### src/hdl/tach_pkg.sv
// ----------------------------------------------------------------------------
// tach_pkg
// Shared constants, register codes and types of the pulse period tachometer.
// ----------------------------------------------------------------------------
package tach_pkg;

   localparam int TIME_BITS_DEF  = 32;
   localparam int COUNT_BITS_DEF = 16;
   localparam int FRAC_BITS_DEF  = 16;
   localparam int QUEUE_DEPTH    = 4;

   localparam int CSR_INDEX_BITS = 3;
   localparam int CSR_DATA_BITS  = 32;

   localparam logic [CSR_INDEX_BITS-1:0] CSR_RUN_ENABLE         = 3'd0;
   localparam logic [CSR_INDEX_BITS-1:0] CSR_PULSES_PER_CYCLE   = 3'd1;
   localparam logic [CSR_INDEX_BITS-1:0] CSR_CYCLES_PER_CAPTURE = 3'd2;
   localparam logic [CSR_INDEX_BITS-1:0] CSR_TIMEOUT_US         = 3'd3;
   localparam logic [CSR_INDEX_BITS-1:0] CSR_TRIGGER_RISING     = 3'd4;

   localparam int PULSES_BITS  = 8;
   localparam int CYCLES_BITS  = 16;
   localparam int TIMEOUT_BITS = 32;
   localparam int PERIOD_BITS  = 32;
   localparam int HERTZ_BITS   = 36;
   localparam int RPM_BITS     = 42;

   localparam logic [63:0] US_PER_SECOND      = 64'd1000000;
   localparam logic [63:0] SECONDS_PER_MINUTE = 64'd60;
   localparam logic [63:0] PERIOD_MAX         = 64'h0000_0000_FFFF_FFFF;
   localparam logic [63:0] HERTZ_MAX          = 64'h0000_000F_FFFF_FFFF;
   localparam logic [63:0] RPM_MAX            = 64'h0000_03FF_FFFF_FFFF;

   typedef struct packed {
      logic                    run_enable;
      logic [PULSES_BITS-1:0]  pulses_per_cycle;
      logic [CYCLES_BITS-1:0]  cycles_per_capture;
      logic [TIMEOUT_BITS-1:0] timeout_us;
      logic                    trigger_rising;
   } tach_cfg_type;

   localparam tach_cfg_type CFG_RESET = '{
      run_enable:         1'b0,
      pulses_per_cycle:   8'd1,
      cycles_per_capture: 16'd1,
      timeout_us:         32'd1000000,
      trigger_rising:     1'b1
   };

endpackage

### src/hdl/tach_req_if.sv
// ----------------------------------------------------------------------------
// tach_req_if
// Input channel: one pin sample and microsecond tick per item.
// ----------------------------------------------------------------------------
interface tach_req_if;
   logic valid;
   logic ready;
   logic pin_level;
   logic tick_us;

   modport source (output valid, output pin_level, output tick_us, input ready);
   modport sink   (input valid, input pin_level, input tick_us, output ready);
endinterface

### src/hdl/tach_rsp_if.sv
// ----------------------------------------------------------------------------
// tach_rsp_if
// Result channel: period, frequency, rpm and stale flag per item.
// ----------------------------------------------------------------------------
interface tach_rsp_if;
   import tach_pkg::*;

   logic                   valid;
   logic                   ready;
   logic [PERIOD_BITS-1:0] period_us;
   logic [HERTZ_BITS-1:0]  hertz_q16;
   logic [RPM_BITS-1:0]    rpm_q16;
   logic                   stale;

   modport source (output valid, output period_us, output hertz_q16, output rpm_q16,
                   output stale, input ready);
   modport sink   (input valid, input period_us, input hertz_q16, input rpm_q16,
                   input stale, output ready);
endinterface

### src/hdl/tach_front.sv
// ----------------------------------------------------------------------------
// tach_front
// Edge detection, microsecond timebase, edge counting and timeout check.
// Emits one capture or stale job per item that causes a result.
// ----------------------------------------------------------------------------
module tach_front #(
   parameter int TIME_BITS  = tach_pkg::TIME_BITS_DEF,
   parameter int COUNT_BITS = tach_pkg::COUNT_BITS_DEF,
   parameter int JOB_BITS   = tach_pkg::TIME_BITS_DEF + tach_pkg::CYCLES_BITS + 1
) (
   input  logic                  clock,
   input  logic                  reset,
   tach_req_if.sink              req_if,
   input  tach_pkg::tach_cfg_type cfg,
   input  logic                  run_start,
   input  logic                  queue_full,
   output logic                  push_valid,
   output logic [JOB_BITS-1:0]   push_data
);
   import tach_pkg::*;

   localparam int TE_BITS   = (TIME_BITS > TIMEOUT_BITS) ? TIME_BITS : TIMEOUT_BITS;
   localparam int PROD_BITS = PULSES_BITS + CYCLES_BITS;
   localparam int PE_BITS   = (PROD_BITS > COUNT_BITS) ? PROD_BITS : COUNT_BITS;
   localparam logic [COUNT_BITS-1:0] COUNT_MAX = '1;

   logic [TIME_BITS-1:0]  time_ff, time_in;
   logic [TIME_BITS-1:0]  last_ff, last_in;
   logic [COUNT_BITS-1:0] count_ff, count_in;
   logic                  level_ff, level_in;
   logic                  stale_rep_ff, stale_rep_in;

   logic                   accept;
   logic                   pin_edge;
   logic [PROD_BITS-1:0]   product;
   logic [COUNT_BITS-1:0]  target;
   logic [TIME_BITS-1:0]   time_step;
   logic [TIME_BITS-1:0]   elapsed;
   logic [COUNT_BITS-1:0]  count_step;
   logic                   capture;
   logic                   timed_out;
   logic [CYCLES_BITS-1:0] divisor;

   assign req_if.ready = !queue_full;
   assign accept       = req_if.valid && req_if.ready;

   assign pin_edge = cfg.trigger_rising ? (!level_ff && req_if.pin_level)
                                        : (level_ff && !req_if.pin_level);

   assign product = PROD_BITS'(cfg.pulses_per_cycle) * PROD_BITS'(cfg.cycles_per_capture);

   always_comb begin
      if (product == '0) begin
         target = COUNT_BITS'(1);
      end else if (PE_BITS'(product) > PE_BITS'(COUNT_MAX)) begin
         target = COUNT_MAX;
      end else begin
         target = COUNT_BITS'(product);
      end
   end

   assign time_step  = req_if.tick_us ? time_ff + TIME_BITS'(1) : time_ff;
   assign elapsed    = time_step - last_ff;
   assign count_step = count_ff + COUNT_BITS'(1);
   assign capture    = pin_edge && (count_step >= target);
   assign timed_out  = !stale_rep_ff && (TE_BITS'(elapsed) > TE_BITS'(cfg.timeout_us));
   assign divisor    = (cfg.cycles_per_capture == '0) ? CYCLES_BITS'(1)
                                                      : cfg.cycles_per_capture;

   always_comb begin
      time_in      = time_ff;
      last_in      = last_ff;
      count_in     = count_ff;
      level_in     = level_ff;
      stale_rep_in = stale_rep_ff;
      push_valid   = 1'b0;
      push_data    = {1'b0, divisor, elapsed};
      if (run_start) begin
         time_in      = '0;
         last_in      = '0;
         count_in     = '0;
         stale_rep_in = 1'b0;
      end else if (accept) begin
         level_in = req_if.pin_level;
         if (cfg.run_enable) begin
            time_in = time_step;
            if (pin_edge) begin
               count_in = count_step;
            end
            if (capture) begin
               // restart the interval at this edge
               last_in      = time_step;
               count_in     = '0;
               stale_rep_in = 1'b0;
               push_valid   = 1'b1;
            end else if (timed_out) begin
               stale_rep_in = 1'b1;
               push_valid   = 1'b1;
               push_data    = {1'b1, divisor, elapsed};
            end
         end
      end
   end

   always_ff @(posedge clock) begin
      if (reset) begin
         time_ff      <= '0;
         last_ff      <= '0;
         count_ff     <= '0;
         level_ff     <= 1'b0;
         stale_rep_ff <= 1'b0;
      end else begin
         time_ff      <= time_in;
         last_ff      <= last_in;
         count_ff     <= count_in;
         level_ff     <= level_in;
         stale_rep_ff <= stale_rep_in;
      end
   end

endmodule

### src/hdl/tach_fifo.sv
// ----------------------------------------------------------------------------
// tach_fifo
// Short job queue between the front and the divider back end.
// ----------------------------------------------------------------------------
module tach_fifo #(
   parameter int WIDTH = 49,
   parameter int DEPTH = tach_pkg::QUEUE_DEPTH
) (
   input  logic             clock,
   input  logic             reset,
   input  logic             push,
   input  logic [WIDTH-1:0] push_data,
   input  logic             pop,
   output logic [WIDTH-1:0] pop_data,
   output logic             full,
   output logic             empty
);
   localparam int PTR_BITS = (DEPTH > 1) ? $clog2(DEPTH) : 1;
   localparam int CNT_BITS = $clog2(DEPTH + 1);

   logic [WIDTH-1:0]    slots_ff [DEPTH];
   logic [PTR_BITS-1:0] wr_ptr_ff, wr_ptr_in;
   logic [PTR_BITS-1:0] rd_ptr_ff, rd_ptr_in;
   logic [CNT_BITS-1:0] count_ff, count_in;

   assign full     = (count_ff == CNT_BITS'(DEPTH));
   assign empty    = (count_ff == '0);
   assign pop_data = slots_ff[rd_ptr_ff];

   always_comb begin
      wr_ptr_in = wr_ptr_ff;
      rd_ptr_in = rd_ptr_ff;
      count_in  = count_ff;
      if (push) begin
         wr_ptr_in = (wr_ptr_ff == PTR_BITS'(DEPTH - 1)) ? '0 : wr_ptr_ff + PTR_BITS'(1);
      end
      if (pop) begin
         rd_ptr_in = (rd_ptr_ff == PTR_BITS'(DEPTH - 1)) ? '0 : rd_ptr_ff + PTR_BITS'(1);
      end
      if (push && !pop) begin
         count_in = count_ff + CNT_BITS'(1);
      end else if (pop && !push) begin
         count_in = count_ff - CNT_BITS'(1);
      end
   end

   always_ff @(posedge clock) begin
      if (push) begin
         slots_ff[wr_ptr_ff] <= push_data;
      end
   end

   always_ff @(posedge clock) begin
      if (reset) begin
         wr_ptr_ff <= '0;
         rd_ptr_ff <= '0;
         count_ff  <= '0;
      end else begin
         wr_ptr_ff <= wr_ptr_in;
         rd_ptr_ff <= rd_ptr_in;
         count_ff  <= count_in;
      end
   end

endmodule

### src/hdl/tach_back.sv
// ----------------------------------------------------------------------------
// tach_back
// Turns a job into a result: period, hertz and rpm through one shared
// restoring divider, one quotient bit per cycle, then an output register.
// ----------------------------------------------------------------------------
module tach_back #(
   parameter int TIME_BITS = tach_pkg::TIME_BITS_DEF,
   parameter int FRAC_BITS = tach_pkg::FRAC_BITS_DEF,
   parameter int JOB_BITS  = tach_pkg::TIME_BITS_DEF + tach_pkg::CYCLES_BITS + 1
) (
   input  logic                clock,
   input  logic                reset,
   input  logic                queue_empty,
   input  logic [JOB_BITS-1:0] job_data,
   output logic                job_pop,
   tach_rsp_if.source          rsp_if
);
   import tach_pkg::*;

   localparam int NUM_BITS  = FRAC_BITS + 33;
   localparam int DW        = (TIME_BITS > NUM_BITS) ? TIME_BITS : NUM_BITS;
   localparam int EXT_W     = (DW > RPM_BITS) ? DW : RPM_BITS;
   localparam int STEP_BITS = $clog2(DW);
   localparam logic [DW-1:0] HZ_NUM  = DW'(US_PER_SECOND << FRAC_BITS);
   localparam logic [DW-1:0] RPM_NUM = DW'((SECONDS_PER_MINUTE * US_PER_SECOND) << FRAC_BITS);

   localparam logic [2:0] ST_IDLE   = 3'd0;
   localparam logic [2:0] ST_PERIOD = 3'd1;
   localparam logic [2:0] ST_HERTZ  = 3'd2;
   localparam logic [2:0] ST_RPM    = 3'd3;
   localparam logic [2:0] ST_DONE   = 3'd4;

   logic [2:0]             state_ff, state_in;
   logic [STEP_BITS-1:0]   step_ff, step_in;
   logic [DW-1:0]          quo_ff, quo_in;
   logic [31:0]            rem_ff, rem_in;
   logic [31:0]            divisor_ff, divisor_in;
   logic [PERIOD_BITS-1:0] period_ff, period_in;
   logic [HERTZ_BITS-1:0]  hertz_ff, hertz_in;
   logic [RPM_BITS-1:0]    rpm_ff, rpm_in;
   logic                   stale_ff, stale_in;

   logic                   rsp_valid_ff, rsp_valid_in;
   logic [PERIOD_BITS-1:0] rsp_period_ff, rsp_period_in;
   logic [HERTZ_BITS-1:0]  rsp_hertz_ff, rsp_hertz_in;
   logic [RPM_BITS-1:0]    rsp_rpm_ff, rsp_rpm_in;
   logic                   rsp_stale_ff, rsp_stale_in;

   logic                   job_stale;
   logic [CYCLES_BITS-1:0] job_divisor;
   logic [TIME_BITS-1:0]   job_interval;
   logic [32:0]            rem_shift;
   logic                   quo_bit;
   logic [31:0]            rem_step;
   logic [DW-1:0]          quo_step;
   logic [EXT_W-1:0]       quo_ext;
   logic                   last_step;
   logic [PERIOD_BITS-1:0] period_sat;
   logic [HERTZ_BITS-1:0]  hertz_sat;
   logic [RPM_BITS-1:0]    rpm_sat;
   logic                   out_free;

   assign job_stale    = job_data[JOB_BITS-1];
   assign job_divisor  = job_data[JOB_BITS-2 -: CYCLES_BITS];
   assign job_interval = job_data[TIME_BITS-1:0];

   // one restoring step: shift in the next dividend bit, subtract if it fits
   assign rem_shift = {rem_ff, quo_ff[DW-1]};
   assign quo_bit   = (rem_shift >= 33'(divisor_ff));
   assign rem_step  = quo_bit ? 32'(rem_shift - 33'(divisor_ff)) : rem_shift[31:0];
   assign quo_step  = {quo_ff[DW-2:0], quo_bit};
   assign quo_ext   = EXT_W'(quo_step);
   assign last_step = (step_ff == STEP_BITS'(DW - 1));

   assign period_sat = (quo_ext > EXT_W'(PERIOD_MAX)) ? PERIOD_BITS'(PERIOD_MAX)
                                                      : quo_ext[PERIOD_BITS-1:0];
   assign hertz_sat  = (quo_ext > EXT_W'(HERTZ_MAX)) ? HERTZ_BITS'(HERTZ_MAX)
                                                     : quo_ext[HERTZ_BITS-1:0];
   assign rpm_sat    = (quo_ext > EXT_W'(RPM_MAX)) ? RPM_BITS'(RPM_MAX)
                                                   : quo_ext[RPM_BITS-1:0];

   assign out_free = !rsp_valid_ff || rsp_if.ready;
   assign job_pop  = (state_ff == ST_IDLE) && !queue_empty;

   always_comb begin
      state_in      = state_ff;
      step_in       = step_ff;
      quo_in        = quo_ff;
      rem_in        = rem_ff;
      divisor_in    = divisor_ff;
      period_in     = period_ff;
      hertz_in      = hertz_ff;
      rpm_in        = rpm_ff;
      stale_in      = stale_ff;
      rsp_valid_in  = rsp_valid_ff && !rsp_if.ready;
      rsp_period_in = rsp_period_ff;
      rsp_hertz_in  = rsp_hertz_ff;
      rsp_rpm_in    = rsp_rpm_ff;
      rsp_stale_in  = rsp_stale_ff;
      unique case (state_ff)
         ST_IDLE: begin
            if (!queue_empty) begin
               step_in    = '0;
               rem_in     = '0;
               quo_in     = DW'(job_interval);
               divisor_in = 32'(job_divisor);
               stale_in   = job_stale;
               period_in  = '0;
               hertz_in   = '0;
               rpm_in     = '0;
               state_in   = job_stale ? ST_DONE : ST_PERIOD;
            end
         end
         ST_PERIOD, ST_HERTZ, ST_RPM: begin
            quo_in  = quo_step;
            rem_in  = rem_step;
            step_in = step_ff + STEP_BITS'(1);
            if (last_step) begin
               step_in = '0;
               rem_in  = '0;
               unique case (state_ff)
                  ST_PERIOD: begin
                     period_in = period_sat;
                     if (period_sat == '0) begin
                        state_in = ST_DONE;
                     end else begin
                        quo_in     = HZ_NUM + DW'(period_sat >> 1);
                        divisor_in = period_sat;
                        state_in   = ST_HERTZ;
                     end
                  end
                  ST_HERTZ: begin
                     hertz_in = hertz_sat;
                     quo_in   = RPM_NUM + DW'(period_ff >> 1);
                     state_in = ST_RPM;
                  end
                  default: begin
                     rpm_in   = rpm_sat;
                     state_in = ST_DONE;
                  end
               endcase
            end
         end
         ST_DONE: begin
            // hold the result until the output register frees up
            if (out_free) begin
               rsp_valid_in  = 1'b1;
               rsp_period_in = period_ff;
               rsp_hertz_in  = hertz_ff;
               rsp_rpm_in    = rpm_ff;
               rsp_stale_in  = stale_ff;
               state_in      = ST_IDLE;
            end
         end
         default: begin
            state_in = ST_IDLE;
         end
      endcase
   end

   always_ff @(posedge clock) begin
      if (reset) begin
         state_ff     <= ST_IDLE;
         step_ff      <= '0;
         rsp_valid_ff <= 1'b0;
      end else begin
         state_ff     <= state_in;
         step_ff      <= step_in;
         rsp_valid_ff <= rsp_valid_in;
      end
   end

   always_ff @(posedge clock) begin
      quo_ff        <= quo_in;
      rem_ff        <= rem_in;
      divisor_ff    <= divisor_in;
      period_ff     <= period_in;
      hertz_ff      <= hertz_in;
      rpm_ff        <= rpm_in;
      stale_ff      <= stale_in;
      rsp_period_ff <= rsp_period_in;
      rsp_hertz_ff  <= rsp_hertz_in;
      rsp_rpm_ff    <= rsp_rpm_in;
      rsp_stale_ff  <= rsp_stale_in;
   end

   assign rsp_if.valid     = rsp_valid_ff;
   assign rsp_if.period_us = rsp_period_ff;
   assign rsp_if.hertz_q16 = rsp_hertz_ff;
   assign rsp_if.rpm_q16   = rsp_rpm_ff;
   assign rsp_if.stale     = rsp_stale_ff;

endmodule

### src/hdl/pulse_period_tachometer_core.sv
// ----------------------------------------------------------------------------
// pulse_period_tachometer_core
// Input: one item per cycle while the 4-entry job queue has room; any item
// waits while the queue is full. A stale job skips the divider and passes
// the queue and the done state to the output register. A capture job runs
// the shared one-bit-per-cycle divider, DW = max(TIME_BITS, FRAC_BITS + 33)
// bits wide, for period, hertz and rpm in turn, one job at a time.
// Reset (synchronous): registers to defaults, counters, queue and output empty.
// ----------------------------------------------------------------------------
module pulse_period_tachometer_core #(
   parameter int TIME_BITS  = tach_pkg::TIME_BITS_DEF,
   parameter int COUNT_BITS = tach_pkg::COUNT_BITS_DEF,
   parameter int FRAC_BITS  = tach_pkg::FRAC_BITS_DEF
) (
   input  logic                                clock,
   input  logic                                reset,
   tach_req_if.sink                            req_if,
   tach_rsp_if.source                          rsp_if,
   input  logic                                csr_wr_en,
   input  logic [tach_pkg::CSR_INDEX_BITS-1:0] csr_index,
   input  logic [tach_pkg::CSR_DATA_BITS-1:0]  csr_wdata
);
   import tach_pkg::*;

   localparam int JOB_BITS = TIME_BITS + CYCLES_BITS + 1;

   tach_cfg_type        cfg_ff, cfg_in;
   logic                run_start;
   logic                push_valid;
   logic [JOB_BITS-1:0] push_data;
   logic                queue_full;
   logic                queue_empty;
   logic                job_pop;
   logic [JOB_BITS-1:0] job_data;

   // enabling from the disabled state restarts timing and counting
   assign run_start = csr_wr_en && (csr_index == CSR_RUN_ENABLE) && csr_wdata[0]
                      && !cfg_ff.run_enable;

   always_comb begin
      cfg_in = cfg_ff;
      if (csr_wr_en) begin
         unique case (csr_index)
            CSR_RUN_ENABLE:         cfg_in.run_enable         = csr_wdata[0];
            CSR_PULSES_PER_CYCLE:   cfg_in.pulses_per_cycle   = csr_wdata[PULSES_BITS-1:0];
            CSR_CYCLES_PER_CAPTURE: cfg_in.cycles_per_capture = csr_wdata[CYCLES_BITS-1:0];
            CSR_TIMEOUT_US:         cfg_in.timeout_us         = csr_wdata[TIMEOUT_BITS-1:0];
            CSR_TRIGGER_RISING:     cfg_in.trigger_rising     = csr_wdata[0];
            default: begin
               cfg_in = cfg_ff;
            end
         endcase
      end
   end

   always_ff @(posedge clock) begin
      if (reset) begin
         cfg_ff <= CFG_RESET;
      end else begin
         cfg_ff <= cfg_in;
      end
   end

   tach_front #(
      .TIME_BITS  (TIME_BITS),
      .COUNT_BITS (COUNT_BITS),
      .JOB_BITS   (JOB_BITS)
   ) u_front (
      .clock      (clock),
      .reset      (reset),
      .req_if     (req_if),
      .cfg        (cfg_ff),
      .run_start  (run_start),
      .queue_full (queue_full),
      .push_valid (push_valid),
      .push_data  (push_data)
   );

   tach_fifo #(
      .WIDTH (JOB_BITS),
      .DEPTH (QUEUE_DEPTH)
   ) u_fifo (
      .clock     (clock),
      .reset     (reset),
      .push      (push_valid),
      .push_data (push_data),
      .pop       (job_pop),
      .pop_data  (job_data),
      .full      (queue_full),
      .empty     (queue_empty)
   );

   tach_back #(
      .TIME_BITS (TIME_BITS),
      .FRAC_BITS (FRAC_BITS),
      .JOB_BITS  (JOB_BITS)
   ) u_back (
      .clock       (clock),
      .reset       (reset),
      .queue_empty (queue_empty),
      .job_data    (job_data),
      .job_pop     (job_pop),
      .rsp_if      (rsp_if)
   );

endmodule

### src/flat_wrapper.sv
// flat-port wrapper written by rule: the top's interface ports become plain ports
module pulse_period_tachometer_core_flat import tach_pkg::*;
#(
   parameter int TIME_BITS  = tach_pkg::TIME_BITS_DEF,
   parameter int COUNT_BITS = tach_pkg::COUNT_BITS_DEF,
   parameter int FRAC_BITS  = tach_pkg::FRAC_BITS_DEF
)
  (clock, reset, csr_wr_en, csr_index, csr_wdata, req_if_valid, req_if_pin_level, req_if_tick_us, req_if_ready, rsp_if_valid, rsp_if_period_us, rsp_if_hertz_q16, rsp_if_rpm_q16, rsp_if_stale, rsp_if_ready);
  tach_req_if req_if_i ();
  tach_rsp_if rsp_if_i ();
  input  logic clock;
  input  logic reset;
  input  logic csr_wr_en;
  input  logic [tach_pkg::CSR_INDEX_BITS-1:0] csr_index;
  input  logic [tach_pkg::CSR_DATA_BITS-1:0] csr_wdata;
  input wire logic [$bits(req_if_i.valid)-1:0] req_if_valid;
  input wire logic [$bits(req_if_i.pin_level)-1:0] req_if_pin_level;
  input wire logic [$bits(req_if_i.tick_us)-1:0] req_if_tick_us;
  output wire logic [$bits(req_if_i.ready)-1:0] req_if_ready;
  output wire logic [$bits(rsp_if_i.valid)-1:0] rsp_if_valid;
  output wire logic [$bits(rsp_if_i.period_us)-1:0] rsp_if_period_us;
  output wire logic [$bits(rsp_if_i.hertz_q16)-1:0] rsp_if_hertz_q16;
  output wire logic [$bits(rsp_if_i.rpm_q16)-1:0] rsp_if_rpm_q16;
  output wire logic [$bits(rsp_if_i.stale)-1:0] rsp_if_stale;
  input wire logic [$bits(rsp_if_i.ready)-1:0] rsp_if_ready;
  assign req_if_i.valid = req_if_valid;
  assign req_if_i.pin_level = req_if_pin_level;
  assign req_if_i.tick_us = req_if_tick_us;
  assign req_if_ready = req_if_i.ready;
  assign rsp_if_valid = rsp_if_i.valid;
  assign rsp_if_period_us = rsp_if_i.period_us;
  assign rsp_if_hertz_q16 = rsp_if_i.hertz_q16;
  assign rsp_if_rpm_q16 = rsp_if_i.rpm_q16;
  assign rsp_if_stale = rsp_if_i.stale;
  assign rsp_if_i.ready = rsp_if_ready;
  pulse_period_tachometer_core #(.TIME_BITS(TIME_BITS), .COUNT_BITS(COUNT_BITS), .FRAC_BITS(FRAC_BITS)) u_core (.clock(clock), .reset(reset), .req_if(req_if_i), .rsp_if(rsp_if_i), .csr_wr_en(csr_wr_en), .csr_index(csr_index), .csr_wdata(csr_wdata));
endmodule
### config.mk
export PLATFORM = sky130hd
export DESIGN_NAME = pulse_period_tachometer_core_flat
export DESIGN_NICKNAME = d
export VERILOG_FILES = /design/src/hdl/tach_pkg.sv /design/src/hdl/tach_req_if.sv /design/src/hdl/tach_rsp_if.sv /design/src/hdl/tach_front.sv /design/src/hdl/tach_fifo.sv /design/src/hdl/tach_back.sv /design/src/hdl/pulse_period_tachometer_core.sv /design/src/flat_wrapper.sv
export SDC_FILE = /design/constraint.sdc
export NUM_CORES = 1
export LEC_CHECK = 0
export BUFFER_PORTS_ARGS = -buffer_cell sky130_fd_sc_hd__buf_2
export CAP_MARGIN = 20
export CORE_UTILIZATION = 35
export CTS_CLUSTER_DIAMETER = 40
export CTS_CLUSTER_SIZE = 8
export DETAILED_ROUTE_END_ITERATION = 12
export GPL_ROUTABILITY_DRIVEN = 0
export SLEW_MARGIN = 20
export SYNTH_ARGS = -nofsm -noshare
export SYNTH_HDL_FRONTEND = slang
export SYNTH_SLANG_ARGS = --single-unit
### constraint.sdc
create_clock -name clock -period 7.33 [get_ports clock]
set_input_delay 1.0995 -clock clock [delete_from_list [all_inputs] [get_ports clock]]
set_output_delay 1.0995 -clock clock [all_outputs]
set_load 0.02 [all_outputs]
# ---- Word level (Yosys, flattened, before mapping)
# Memory sizes are Yosys's and may differ from the RTL's. A register that Yosys moved wholly into a read port is not among the register bits.
# Index checks and enable logic that the tools add are counted.
dict set report totals {
  ram_bits 196
  in_bits 42
  elab_cells 189
  mem_count 1
  ff_bits 492
  out_inout_bits 113
}
dict set report classes {
  magnitude_cmp 7
  bitwise 2
  n_eq_ne 19
  n_addsub 11
  mul 1
  n_mux 67
  n_reduce_logical 54
}
# name depth word_bits read_ports rd_ports_with_merged_regs wr line
set memory_table {}
lappend memory_table {u_core.u_fifo.slots_ff 4 49 1 1 1 tach_fifo.sv:21} ;# logic [WIDTH-1:0] slots_ff [DEPTH];
# cell n
set op_table {}
lappend op_table {{49-bit two-way mux} 8}
lappend op_table {{32-bit two-way mux} 11}
lappend op_table {{49-bit case mux with 2 select lines} 2}
lappend op_table {{32-bit case mux with 2 select lines} 3}
lappend op_table {{42-bit two-way mux} 4}
lappend op_table {{36-bit two-way mux} 4}
lappend op_table {{42-bit case mux with 2 select lines} 1}
lappend op_table {{16-bit two-way mux} 5}
lappend op_table {{36-bit case mux with 2 select lines} 1}
lappend op_table {{32-bit subtractor} 2}
lappend op_table {{49-bit by 32-bit > comparator with 1-bit output, second input constant} 1}
lappend op_table {{49-bit by 36-bit > comparator with 1-bit output, second input constant} 1}
lappend op_table {{49-bit by 42-bit > comparator with 1-bit output, second input constant} 1}
lappend op_table {{42-bit by 31-bit adder with 43-bit output, first input constant} 1}
lappend op_table {{36-bit by 31-bit adder with 37-bit output, first input constant} 1}
lappend op_table {{33-bit by 32-bit >= comparator with 1-bit output} 1}
lappend op_table {{32-bit by 1-bit adder with 32-bit output, second input constant} 1}
lappend op_table {{32-bit > comparator} 1}
lappend op_table {{32-bit zero test} 1}
lappend op_table {{24-bit by 16-bit > comparator with 1-bit output, second input constant} 1}
lappend op_table {{24-bit zero test} 1}
lappend op_table {{8-bit by 16-bit multiplier with 24-bit output} 1}
lappend op_table {{3-bit two-way mux} 7}
lappend op_table {{2-bit AND reduction} 10}
lappend op_table {{30 further kinds} 91}

# ---- Depth between registers and ports, before layout
# Gate-level depths: netlist (run 1).
dict set report depth {
  ltp_word 14
  ltp_mapped 34
  mapped_depth_nobuf 33
}

# ---- Cells and area by module
# Synthesis (run 1) repeated with hierarchy kept, for this count alone.
dict set report unflattened {
  cells_unflattened 3181
  area_unflattened_um2 36208.5
}
# mod seq_area_each_um2 cells_each instances area_per_inst_um2
set by_module_without_submodules {}
lappend by_module_without_submodules {tach_back 10259.8 1238 1 15133.3}
lappend by_module_without_submodules {tach_front 1641.6 1409 1 11075.6}
lappend by_module_without_submodules {tach_fifo 6065.8 300 1 7532.2}
lappend by_module_without_submodules {pulse_period_tachometer_core 1161.1 234 1 2467.4}

# ---- Least setup slack after synthesis (run 1)
# OpenSTA, ideal clock, no wires.
dict set report synth_path {
  path_kind {register -> register}
  start {reg u_core.cfg_ff[56] (netlist bit)}
  end {mem u_core.u_fifo.slots_ff[0][0] (enable)}
  setup_slack_ps -799
  required_time_ps 6918
  t_arrival_ps 7718
  synth_period_minus_slack_ps 8129
  n_path_buf 1
  stages_incl_launch_ff 27
  setup_time_ps 412
  path_cell_list {dfxtp_1 > buf_1 > nand2_1 > fa_1 > fa_1 > inv_1 > fa_1 > fa_1 > ha_1 > and3_1 > a2111oi_2 > a21oi_1 > a31oi_1 > o31ai_1 > a21oi_1 > mux2i_1 > nand3_1 > nand3b_1 > ha_1 > nand2b_1 > a21o_1 > a21o_1 > a211oi_1 > o21ai_0 > a31oi_1 > o211ai_1 > and2_1}
}
dict set report synth_via {
  elab_chain_cells 12
  word_cells_on_any_way 13
  classes_between {mul: 1; order compare: 2; mux: 8; reduce/logical: 2}
}
# element line
set synth_lines {}
lappend synth_lines {{start: declaration} pulse_period_tachometer_core.sv:27} ;# tach_cfg_type cfg_ff, cfg_in;
lappend synth_lines {{start signal: assignment} pulse_period_tachometer_core.sv:60} ;# cfg_ff <= cfg_in;
lappend synth_lines {{8-bit by 16-bit multiplier with 24-bit output (*)} tach_front.sv:50} ;# assign product = PROD_BITS'(cfg.pulses_per_cycle) * PROD_BITS'(cfg.cycles_per_capture);
lappend synth_lines {{24-bit by 16-bit > comparator with 1-bit output} tach_front.sv:55} ;# end else if (PE_BITS'(product) > PE_BITS'(COUNT_MAX)) begin
lappend synth_lines {{16-bit two-way mux} tach_front.sv:55}
lappend synth_lines {{16-bit two-way mux (*)} tach_front.sv:53} ;# if (product == '0) begin
lappend synth_lines {{16-bit >= comparator (*)} tach_front.sv:65} ;# assign capture = pin_edge && (count_step >= target);
lappend synth_lines {{1-bit logical AND (*)} tach_front.sv:65}
lappend synth_lines {{1-bit two-way mux (*)} tach_front.sv:90} ;# if (capture) begin
lappend synth_lines {{1-bit two-way mux (*)} tach_front.sv:85} ;# if (cfg.run_enable) begin
lappend synth_lines {{1-bit two-way mux (*)} tach_front.sv:83} ;# end else if (accept) begin
lappend synth_lines {{1-bit two-way mux (*)} tach_front.sv:78} ;# if (run_start) begin
lappend synth_lines {{via u_core.push_valid} pulse_period_tachometer_core.sv:29} ;# logic push_valid;
lappend synth_lines {{1-bit two-way mux (*)} tach_fifo.sv:48} ;# if (push) begin
lappend synth_lines {{1-bit two-way mux (implied by the code) (*)} tach_fifo.sv:49} ;# slots_ff[wr_ptr_ff] <= push_data;
lappend synth_lines {{end: declaration} tach_fifo.sv:21}
# Mark *: on every way through the listed nets, which the timed path passes. The rest lies on a longest branch.

# ---- Worst setup path in the final report (run 1)
dict set report layout_path {
  start {reg u_core.cfg_ff[56] (netlist bit)}
  end {reg u_core.u_fifo.count_ff[2]}
}
dict set report layout_via {
  elab_chain_cells 13
  word_cells_on_any_way 16
  classes_between {mul: 1; order compare: 2; mux: 7; reduce/logical: 6}
}
# element line
set layout_lines {}
lappend layout_lines {{8-bit by 16-bit multiplier with 24-bit output (*)} tach_front.sv:50}
lappend layout_lines {{24-bit by 16-bit > comparator with 1-bit output} tach_front.sv:55}
lappend layout_lines {{16-bit two-way mux} tach_front.sv:55}
lappend layout_lines {{16-bit two-way mux (*)} tach_front.sv:53}
lappend layout_lines {{16-bit >= comparator (*)} tach_front.sv:65}
lappend layout_lines {{1-bit logical AND (*)} tach_front.sv:65}
lappend layout_lines {{1-bit two-way mux (*)} tach_front.sv:90}
lappend layout_lines {{1-bit two-way mux (*)} tach_front.sv:85}
lappend layout_lines {{1-bit two-way mux (*)} tach_front.sv:83}
lappend layout_lines {{1-bit two-way mux (*)} tach_front.sv:78}
lappend layout_lines {{via u_core.push_valid} pulse_period_tachometer_core.sv:29}
lappend layout_lines {{1-bit zero test} tach_fifo.sv:42} ;# end else if (pop && !push) begin
lappend layout_lines {{1-bit logical AND} tach_fifo.sv:42}
lappend layout_lines {{2-bit nonzero test (no line)} n/a}
lappend layout_lines {{end signal: assignment} tach_fifo.sv:61} ;# count_ff <= count_in;
lappend layout_lines {{end: declaration} tach_fifo.sv:24} ;# logic [CNT_BITS-1:0] count_ff, count_in;
# Marked as above.
# A chain may end at the register's enable or synchronous reset.

==> results by group, run 1 <==
Logic synthesis
  – Post-synth top area share: between 40% and 50%
  – Async set-reset flop share out of synthesis: 0%
  – Count of flip-flops with a built-in enable after synthesis: about 530
  – Post-Syn Instances: 3188
  – Ranking of synthesized cells by area: edfxtp_1 (45%), dfxtp_1 (8.9%), ha_1 (5.8%)
  – Ranking of synthesized cells by instance count: edfxtp_1 (531), nor2_1 (433), nand2_1 (262)
  – Register area share after synthesis: between 50% and 60%
  – Yosys warning count: 0
  – Synth cell types: 76
  – Top_reg_cell synth: edfxtp_1
  – Mapped Area: between 30000 and 40000 um^2
  – Synthesized Nets: 3484
  – Mean post-synth cell area: 11.22 um^2
  – Most frequent cell after synthesis: edfxtp_1
  – Number of synthesized register bits: between 600 and 700
  – Biggest area consumer among synthesized cells: edfxtp_1

Critical path
  – Top cell by count, worst path: fa_1
  – Worst R2R Path Depth: 31
  – Worst Setup EP: u_core.u_fifo.count_ff[2]$_SDFFE_PP0P_
  – Kind of critical path: flip-flop to flip-flop
  – Crit-path max FO: 4
  – Crit end category: flip-flop
  – Required @ worst endpoint: slightly below 8 ns
  – Crit path from: u_core.cfg_ff[56]$_SDFFE_PP0P_
  – CP peak stage delay: between 0.5 and 0.6 ns
  – R2R Setup Slk: ~0.15 ns
  – Critical Path Source Type: flip-flop
  – Worst path slowest cell: fa_1
  – WP data arrival: 7.75 ns
  – Reg2Reg Launch Point: u_core.cfg_ff[56]$_SDFFE_PP0P_
  – Reg2reg end: u_core.u_fifo.count_ff[2]$_SDFFE_PP0P_

Floorplanning
  – Die extent in x: roughly 320 um
  – Starting Density: between 30% and 40%
  – Die Ht: 321.6 um
  – Core box area: approximately 100000 um^2
  – Die Area: a little over 100000 um^2
  – Cell row count: 116
  – Number of I/O pins: about 160

Detailed routing
  – Vias per inst: about 5.0
  – Vias: between 20k and 25k
  – TritonRoute pass-1 iters: 5
  – Routed length per placed instance: between 15 and 20 um
  – DRT antenna net count: 0
  – DRC: 0
  – Initial DRC count: around 1.8k
  – Final wirelength: roughly 87 mm

Min path
  – Min-delay worst type: flip-flop to flip-flop
  – Hold Crit Start: u_core.u_back.rpm_ff[26]$_SDFFCE_PP0P_

Clock tree
  – H-tree depth: 3
  – Root Buffer: clkbuf_16
  – # clock sinks: just under 700
  – CTS Hold Bufs: 0
  – Clk_lat worst skew: between 0.6 and 0.7 ns
  – CTS Buf Count: between 100 and 150
  – TritonCTS clock tree: done
  – Clk slew on worst S/H paths: 0.05 ns
  – CTS max path bufs: 3

STA
  – Clk_skew: roughly 0.034 ns
  – Maximum clock frequency: 139.3 MHz
  – Worst-Margin Slew: 1.079 ns
  – Final Max Tran Viols: 0
  – Rel. slew slack: between 20% and 30%
  – Final setup violation count: 0
  – Post-route minimum period: between 7 and 8 ns
  – Final Hold Fails: 0
  – RSZ-0062 raised after global routing: true
  – Period utilization: a little over nine tenths
  – Final worst slack: ~0.15 ns

Finish
  – Share of cells above drive strength 1: between 10% and 20%
  – P&R area growth vs syn: 20.91%
  – Layout Nets: 3771
  – Fill cell count: ~9.5k

Job
  – Max-cap violation count: 0

Placement
  – Worst slack, placed: -0.2454 ns
  – IO Port Bufs: approximately 150
  – DP Wirelength: 63.02 mm

Power
  – Power per Cell Area: 333.6 nW/um^2
  – Maximum vdd drop: roughly 0.27 mV
  – Power, Total: 14.43 mW
  – Leak: about 17 nW

Global routing
  – Largest net degree at the start of global routing: roughly 110
  – Global-route wire length before repair: around 140 mm
  – Number of global-route vias before repair: 23.71k
  – GRT Util Overall: 16.81%
  – Overflow after GRT: 0
  – Initial antenna violation count: 9

Outcome
  – Outcome: finished, final reports clean
[cells in the final DEF (no fill, tap or decap), types with 20 or more instances in the layout]
cell type,n
edfxtp_1,531
nor2_1,428
nand2_1,261
inv_1,218
buf_4,166
ha_1,155
buf_2,154
a21oi_1,150
dfxtp_1,143
clkbuf_16,113
and2_1,109
xnor2_1,91
o21ai_0,85
xor2_1,82
fa_1,78
nand3_1,66
a21o_1,63
mux2i_1,55
mux4_2,49
nor3_1,44
nand4_1,31
clkbuf_1,27
or3_1,23
o211ai_1,22
nand2b_1,20
[routing by layer]
layer  track usage, %  vias to the layer above  part of all wire (%)
li1                 -                    11770                     -
met1            23.10                    11740                    46
met2            26.98                      622                    47
met3            2.666                      140                   4.8
met4            5.608                        2                   2.8
met5                0                        -                 0.018
[stage by stage]
step | instances | utilization (%) | instance area [um^2] | hold slack, ns | TNS (ns)
6_report | 4901 | 42.93 | 43240 | 0.4120 | 0
5_1_grt | 4901 | 42.93 | 43240 | 0.4141 | -0.2846
4_1_cts | 4888 | 42.58 | 42890 | 0.4054 | 0
3_5_place_dp | 4704 | 38.90 | 39180 | 0.4045 | -9.616
3_3_place_gp | 4703 | 38.87 | 39150 | 0.4018 | -0.1271
2_1_floorplan | 3188 | - | 35910 | 0.4003 | 0
[kinds of logic (layout without fill, tap and decap cells)]
family,Yosys count,count (layout),share of synthesized area (%)
fa+ha+maj,254,254,10.71
xor+xnor,173,173,4.237
flops,690,690,53.49
mux,105,105,4.657
buf+inv,391,743,4.181
other cells,0,4,0
simple gates,1108,1108,14.43
compound gates,467,467,8.296
[repair_timing]
item	in CTS	in global routing
setup endpoints to repair	213	251
resized for setup	23	70
pin swaps	20	63
endpoints found under the hold margin	0	0
setup buffers	5	7
[worst min-delay path by stage]
| stage | cells after the start | end | slack, ns |
|---|---|---|---|
| after floorplan | 0 | u_core.u_back.rsp_if.hertz_q16[0]$_DFFE_PP_ | 0.40 |
| after global placement | 0 | u_core.u_back.rsp_if.hertz_q16[8]$_DFFE_PP_ | 0.40 |
| after detailed placement | 0 | u_core.u_back.rsp_if.hertz_q16[14]$_DFFE_PP_ | 0.40 |
| after CTS | 0 | u_core.u_back.rsp_if.rpm_q16[26]$_DFFE_PP_ | 0.41 |
| after global routing | 0 | u_core.u_back.rsp_if.hertz_q16[26]$_DFFE_PP_ | 0.41 |
| final | 0 | u_core.u_back.rsp_if.rpm_q16[26]$_DFFE_PP_ | 0.41 |
[worst max-delay path: cells and delay by family, from the launching register on]
kind	cells	cell delay [ns]
compound gates	11	1.65
buf+inv	3	0.14
flops	1	0.35
simple gates	7	1.37
fa+ha+maj	8	3.18
xor+xnor	2	0.35
[flip-flops by register name, indices dropped and copies added, names as in the netlist, 2 cells and up, named ones only]
name                            flops
u_core.u_fifo.wr_ptr_ff             2
u_core.u_back.step_ff               6
u_core.u_front.count_ff            16
u_core.u_back.rem_ff               32
u_core.u_back.divisor_ff           32
u_core.u_back.rsp_if.period_us     32
u_core.u_back.rpm_ff               42
u_core.u_front.time_ff             32
u_core.cfg_ff                      58
u_core.u_back.rsp_if.rpm_q16       42
u_core.u_fifo.slots_ff            196
u_core.u_back.state_ff              3
u_core.u_back.quo_ff               49
u_core.u_fifo.rd_ptr_ff             2
u_core.u_back.period_ff            32
u_core.u_back.rsp_if.hertz_q16     36
u_core.u_fifo.count_ff              3
u_core.u_front.last_ff             32
u_core.u_back.hertz_ff             36
[layout make-up]
class	count	area, um^2	share of cell area, %
antenna	4	10.01	0.02315
timing repair buffer	339	2335	5.400
inverter	225	845.8	1.956
clock inverter	32	564.3	1.305
clock buffer	147	3025	6.997
multi-input combinational	2107	15590	36.06
sequential	690	19170	44.34
tap	1357	1698	3.927
[report_power, final]
group | internal (mW) | total (mW) | switching (mW)
Clock | 3.28 | 5.02 | 1.74
Sequential | 5.37 | 5.95 | 0.577
Combinational | 1.28 | 3.45 | 2.17
Total | 9.94 | 14.4 | 4.49
Power figures use the tool's default switching activity.
==> run 2, diff against run 1 <==
--- a/config.mk
+++ b/config.mk
@@ -12,6 +12,7 @@
 export CTS_CLUSTER_SIZE = 8
 export DETAILED_ROUTE_END_ITERATION = 12
 export GPL_ROUTABILITY_DRIVEN = 0
+export REMOVE_ABC_BUFFERS = 1
 export SLEW_MARGIN = 20
 export SYNTH_ARGS = -nofsm -noshare
 export SYNTH_HDL_FRONTEND = slang
==> run 2 against run 1 <==
Compared with the run above: worst setup slack lost 0.011 ns; count of clock-buffer cells in the layout grew 5; clock power is 2% higher; via count is 0.15% higher; critical endpoint unchanged; highest routed layer unchanged.
==> results by group, run 2 (same netlist as run 1, synthesis figures left out) <==
Critical path
  – WP data arrival: 7.80 ns (+0.05 ns)
  – R2R Setup Slk: 0.14 ns (about the same)
  – Kind of critical path: flip-flop to flip-flop
  – Required @ worst endpoint: 7.94 ns (+0.04 ns)
  – Crit end category: flip-flop
  – Top cell by count, worst path: fa_1
  – CP peak stage delay: 0.58 ns (about the same)
  – Critical Path Source Type: flip-flop
  – Worst path slowest cell: fa_1
  – Crit-path max FO: 6 (+2)

Finish
  – Register Area: 19170 um^2 (about the same)
  – Most common cell after layout, fill and taps aside: edfxtp_1
  – Max FFs per register: 196 (unchanged)
  – P&R area growth vs syn: 21.36%
  – Share of cells above drive strength 1: 18.90% (+0.37 points)
  – Most flops, register: u_core.u_fifo.slots_ff
  – Most frequent cells in the layout: edfxtp_1 (531), nor2_1 (426), nand2_1 (262)
  – Largest registers: u_core.u_fifo.slots_ff: 196 flops, u_core.cfg_ff: 58 flops, u_core.u_back.quo_ff: 49 flops
  – Fin cells: 4919 (+0.37%)
  – Fill cell count: 9388 (-1.2%)
  – Footprint of the multi-input gates: 15630 um^2 (+0.23%)
  – Layout Nets: 3776 (+0.13%)

Clock tree
  – CTS Buf Count: 115 (+2.7%)
  – TritonCTS clock tree: done
  – # clock sinks: 690 (unchanged)
  – Root Buffer: clkbuf_16
  – CTS Hold Bufs: 0 (unchanged)
  – CTS max path bufs: 3 (unchanged)
  – Clk slew on worst S/H paths: 0.05 ns (about the same)
  – Clk_lat worst skew: 0.71 ns (+0.04 ns)
  – H-tree depth: 3 (unchanged)

Detailed routing
  – DRC: 0 (unchanged)
  – Vias per inst: 4.942 (-0.22%)
  – Initial DRC count: 1540 (-16%)
  – DRT antenna net count: 0 (unchanged)
  – Final wirelength: 87.32 mm (-0.10%)
  – Routed length per placed instance: 17.75 um (-0.47%)
  – Vias: 24.31k (+0.15%)
  – TritonRoute pass-1 iters: 5 (unchanged)

Floorplanning
  – Die Ht: 321.6 um (unchanged)
  – Die extent in x: 321.6 um (unchanged)
  – Cell row count: 116 (unchanged)
  – Number of I/O pins: 155 (unchanged)
  – Starting Density: 35.50% (unchanged)
  – Die Area: 103500 um^2 (unchanged)
  – Core box area: 100700 um^2 (unchanged)

Placement
  – Worst slack, placed: -0.8968 ns (-0.6513 ns)
  – DP Wirelength: 62.40 mm (-0.98%)
  – Placed insts: 4707 (+0.064%)
  – IO Port Bufs: 154 (unchanged)

STA
  – Post-route minimum period: 7.192 ns (+0.01104 ns)
  – Clk_skew: 0.09685 ns (+0.06295 ns)
  – RSZ-0062 raised after global routing: true
  – Final Hold Fails: 0 (unchanged)
  – Maximum clock frequency: 139.0 MHz (-0.15%)
  – Period utilization: 98.12% (+0.15 points)
  – Worst-Margin Slew: 1.034 ns (-0.04424 ns)
  – Final Max Tran Viols: 0 (unchanged)
  – Rel. slew slack: 31.04% (+2.9 points)
  – Final worst slack: 0.1380 ns (-0.01104 ns)
  – Final setup violation count: 0 (unchanged)

Job
  – Max-cap violation count: 0 (unchanged)

Outcome
  – Outcome: finished, final reports clean

Global routing
  – GRT Util Overall: 16.86% (+0.042 points)
  – Global-route wire length before repair: 136.5 mm (+0.73%)
  – Overflow after GRT: 0 (unchanged)
  – Number of global-route vias before repair: 24.29k (+2.4%)
  – Met3 Use GR: 3.150% (+0.48 points)
  – Grt met1 use: 21.90% (-1.2 points)
  – Most used routing layer: met2
  – GRT met2 Usage: 27.70% (+0.72 points)
  – Largest net degree at the start of global routing: 89 (-18%)
  – Initial antenna violation count: 4 (-5)

Power
  – Maximum vdd drop: 0.2561 mV (-3.7%)
  – Leak: 17.19 nW (+0.28%)
  – Power per Cell Area: 335.1 nW/um^2 (+0.46%)

Min path
  – Min-delay worst type: flip-flop to flip-flop
## run 2: changes by cell type in the layout (fill, tap and decap cells not counted), moves of 4 or more
cell	delta
clkbuf_1	+7
clkbuf_8	-4
clkinv_16	+4
and2_2	+4
clkinv_1	+7
clkinvlp_4	+5
## run 2: critical path, delay by kind of cell (launching register included)
kind	cells	cell delay [ns]
AOI/OAI and AO/OA	12	2.01
xor gates and xnor gates	1	0.17
DFF	1	0.37
and+or+nand+nor	6	1.04
adders and majority gates	8	3.20
buffers and inverters	2	0.10
muxes	1	0.26
## run 2: final timing paths
path	end	from	cells past startpoint
max	u_core.u_fifo.count_ff[2]$_SDFFE_PP0P_	u_core.cfg_ff[35]$_SDFFE_PP0P_	30
min	u_core.u_back.rsp_if.hertz_q16[1]$_DFFE_PP_	u_core.u_back.hertz_ff[1]$_SDFFCE_PP0P_	0
max reg2reg	u_core.u_fifo.count_ff[2]$_SDFFE_PP0P_	u_core.cfg_ff[35]$_SDFFE_PP0P_	30
min reg2reg	u_core.u_back.rsp_if.hertz_q16[1]$_DFFE_PP_	u_core.u_back.hertz_ff[1]$_SDFFCE_PP0P_	0
## run 2: what timing repair did
item / in CTS / in global routing
pin swaps: 13 / 75
resized for setup: 29 / 98
cloned: 0 / 1
setup buffers: 4 / 9
endpoints found under the setup margin: 217 / 242
## run 2: power breakdown
part           leakage, nW  total, mW  switching, mW  internal (mW)
Combinational         9.06       3.47           2.21           1.27
Sequential            6.35       5.95          0.575           5.37
Clock                 1.78       5.12           1.84           3.29
## run 2: cell type report
| class | count | share of cell area, % |
|---|---|---|
| sequential | 690 | 44.18 |
| multi-input combinational | 2107 | 36.01 |
| clock buffer | 152 | 7.020 |
| timing repair buffer | 341 | 5.357 |
| tap | 1357 | 3.912 |
| inverter | 225 | 1.949 |
| clock inverter | 45 | 1.563 |
| antenna | 2 | 0.01153 |
## run 2: stage by stage
stage / hold slack [ns] / instance area (um^2) / power [mW] / utilization [%] / setup TNS [ns]
final: 0.3905 / 43400 / 14.55 / 43.09 / 0
after global routing: 0.4104 / 43400 / 15.26 / 43.09 / -0.3115
after CTS: 0.3887 / 42920 / 14.66 / 42.61 / 0
after detailed placement: 0.4045 / 39070 / 9.463 / 38.79 / -106.08
after global placement: 0.4002 / 39070 / 9.419 / 38.78 / -99.50
after floorplan: 0.4003 / 35110 / 8.338 / - / -801.82
## run 2: per-layer routing
| layer | part of all wire, % | vias to the layer above | wire, um |
|---|---|---|---|
| li1 | - | 11790 | - |
| met1 | 44 | 11730 | 38060 |
| met2 | 48 | 626 | 41620 |
| met3 | 5.4 | 161 | 4717 |
| met4 | 3.3 | 4 | 2897 |
| met5 | 0.025 | - | 22 |
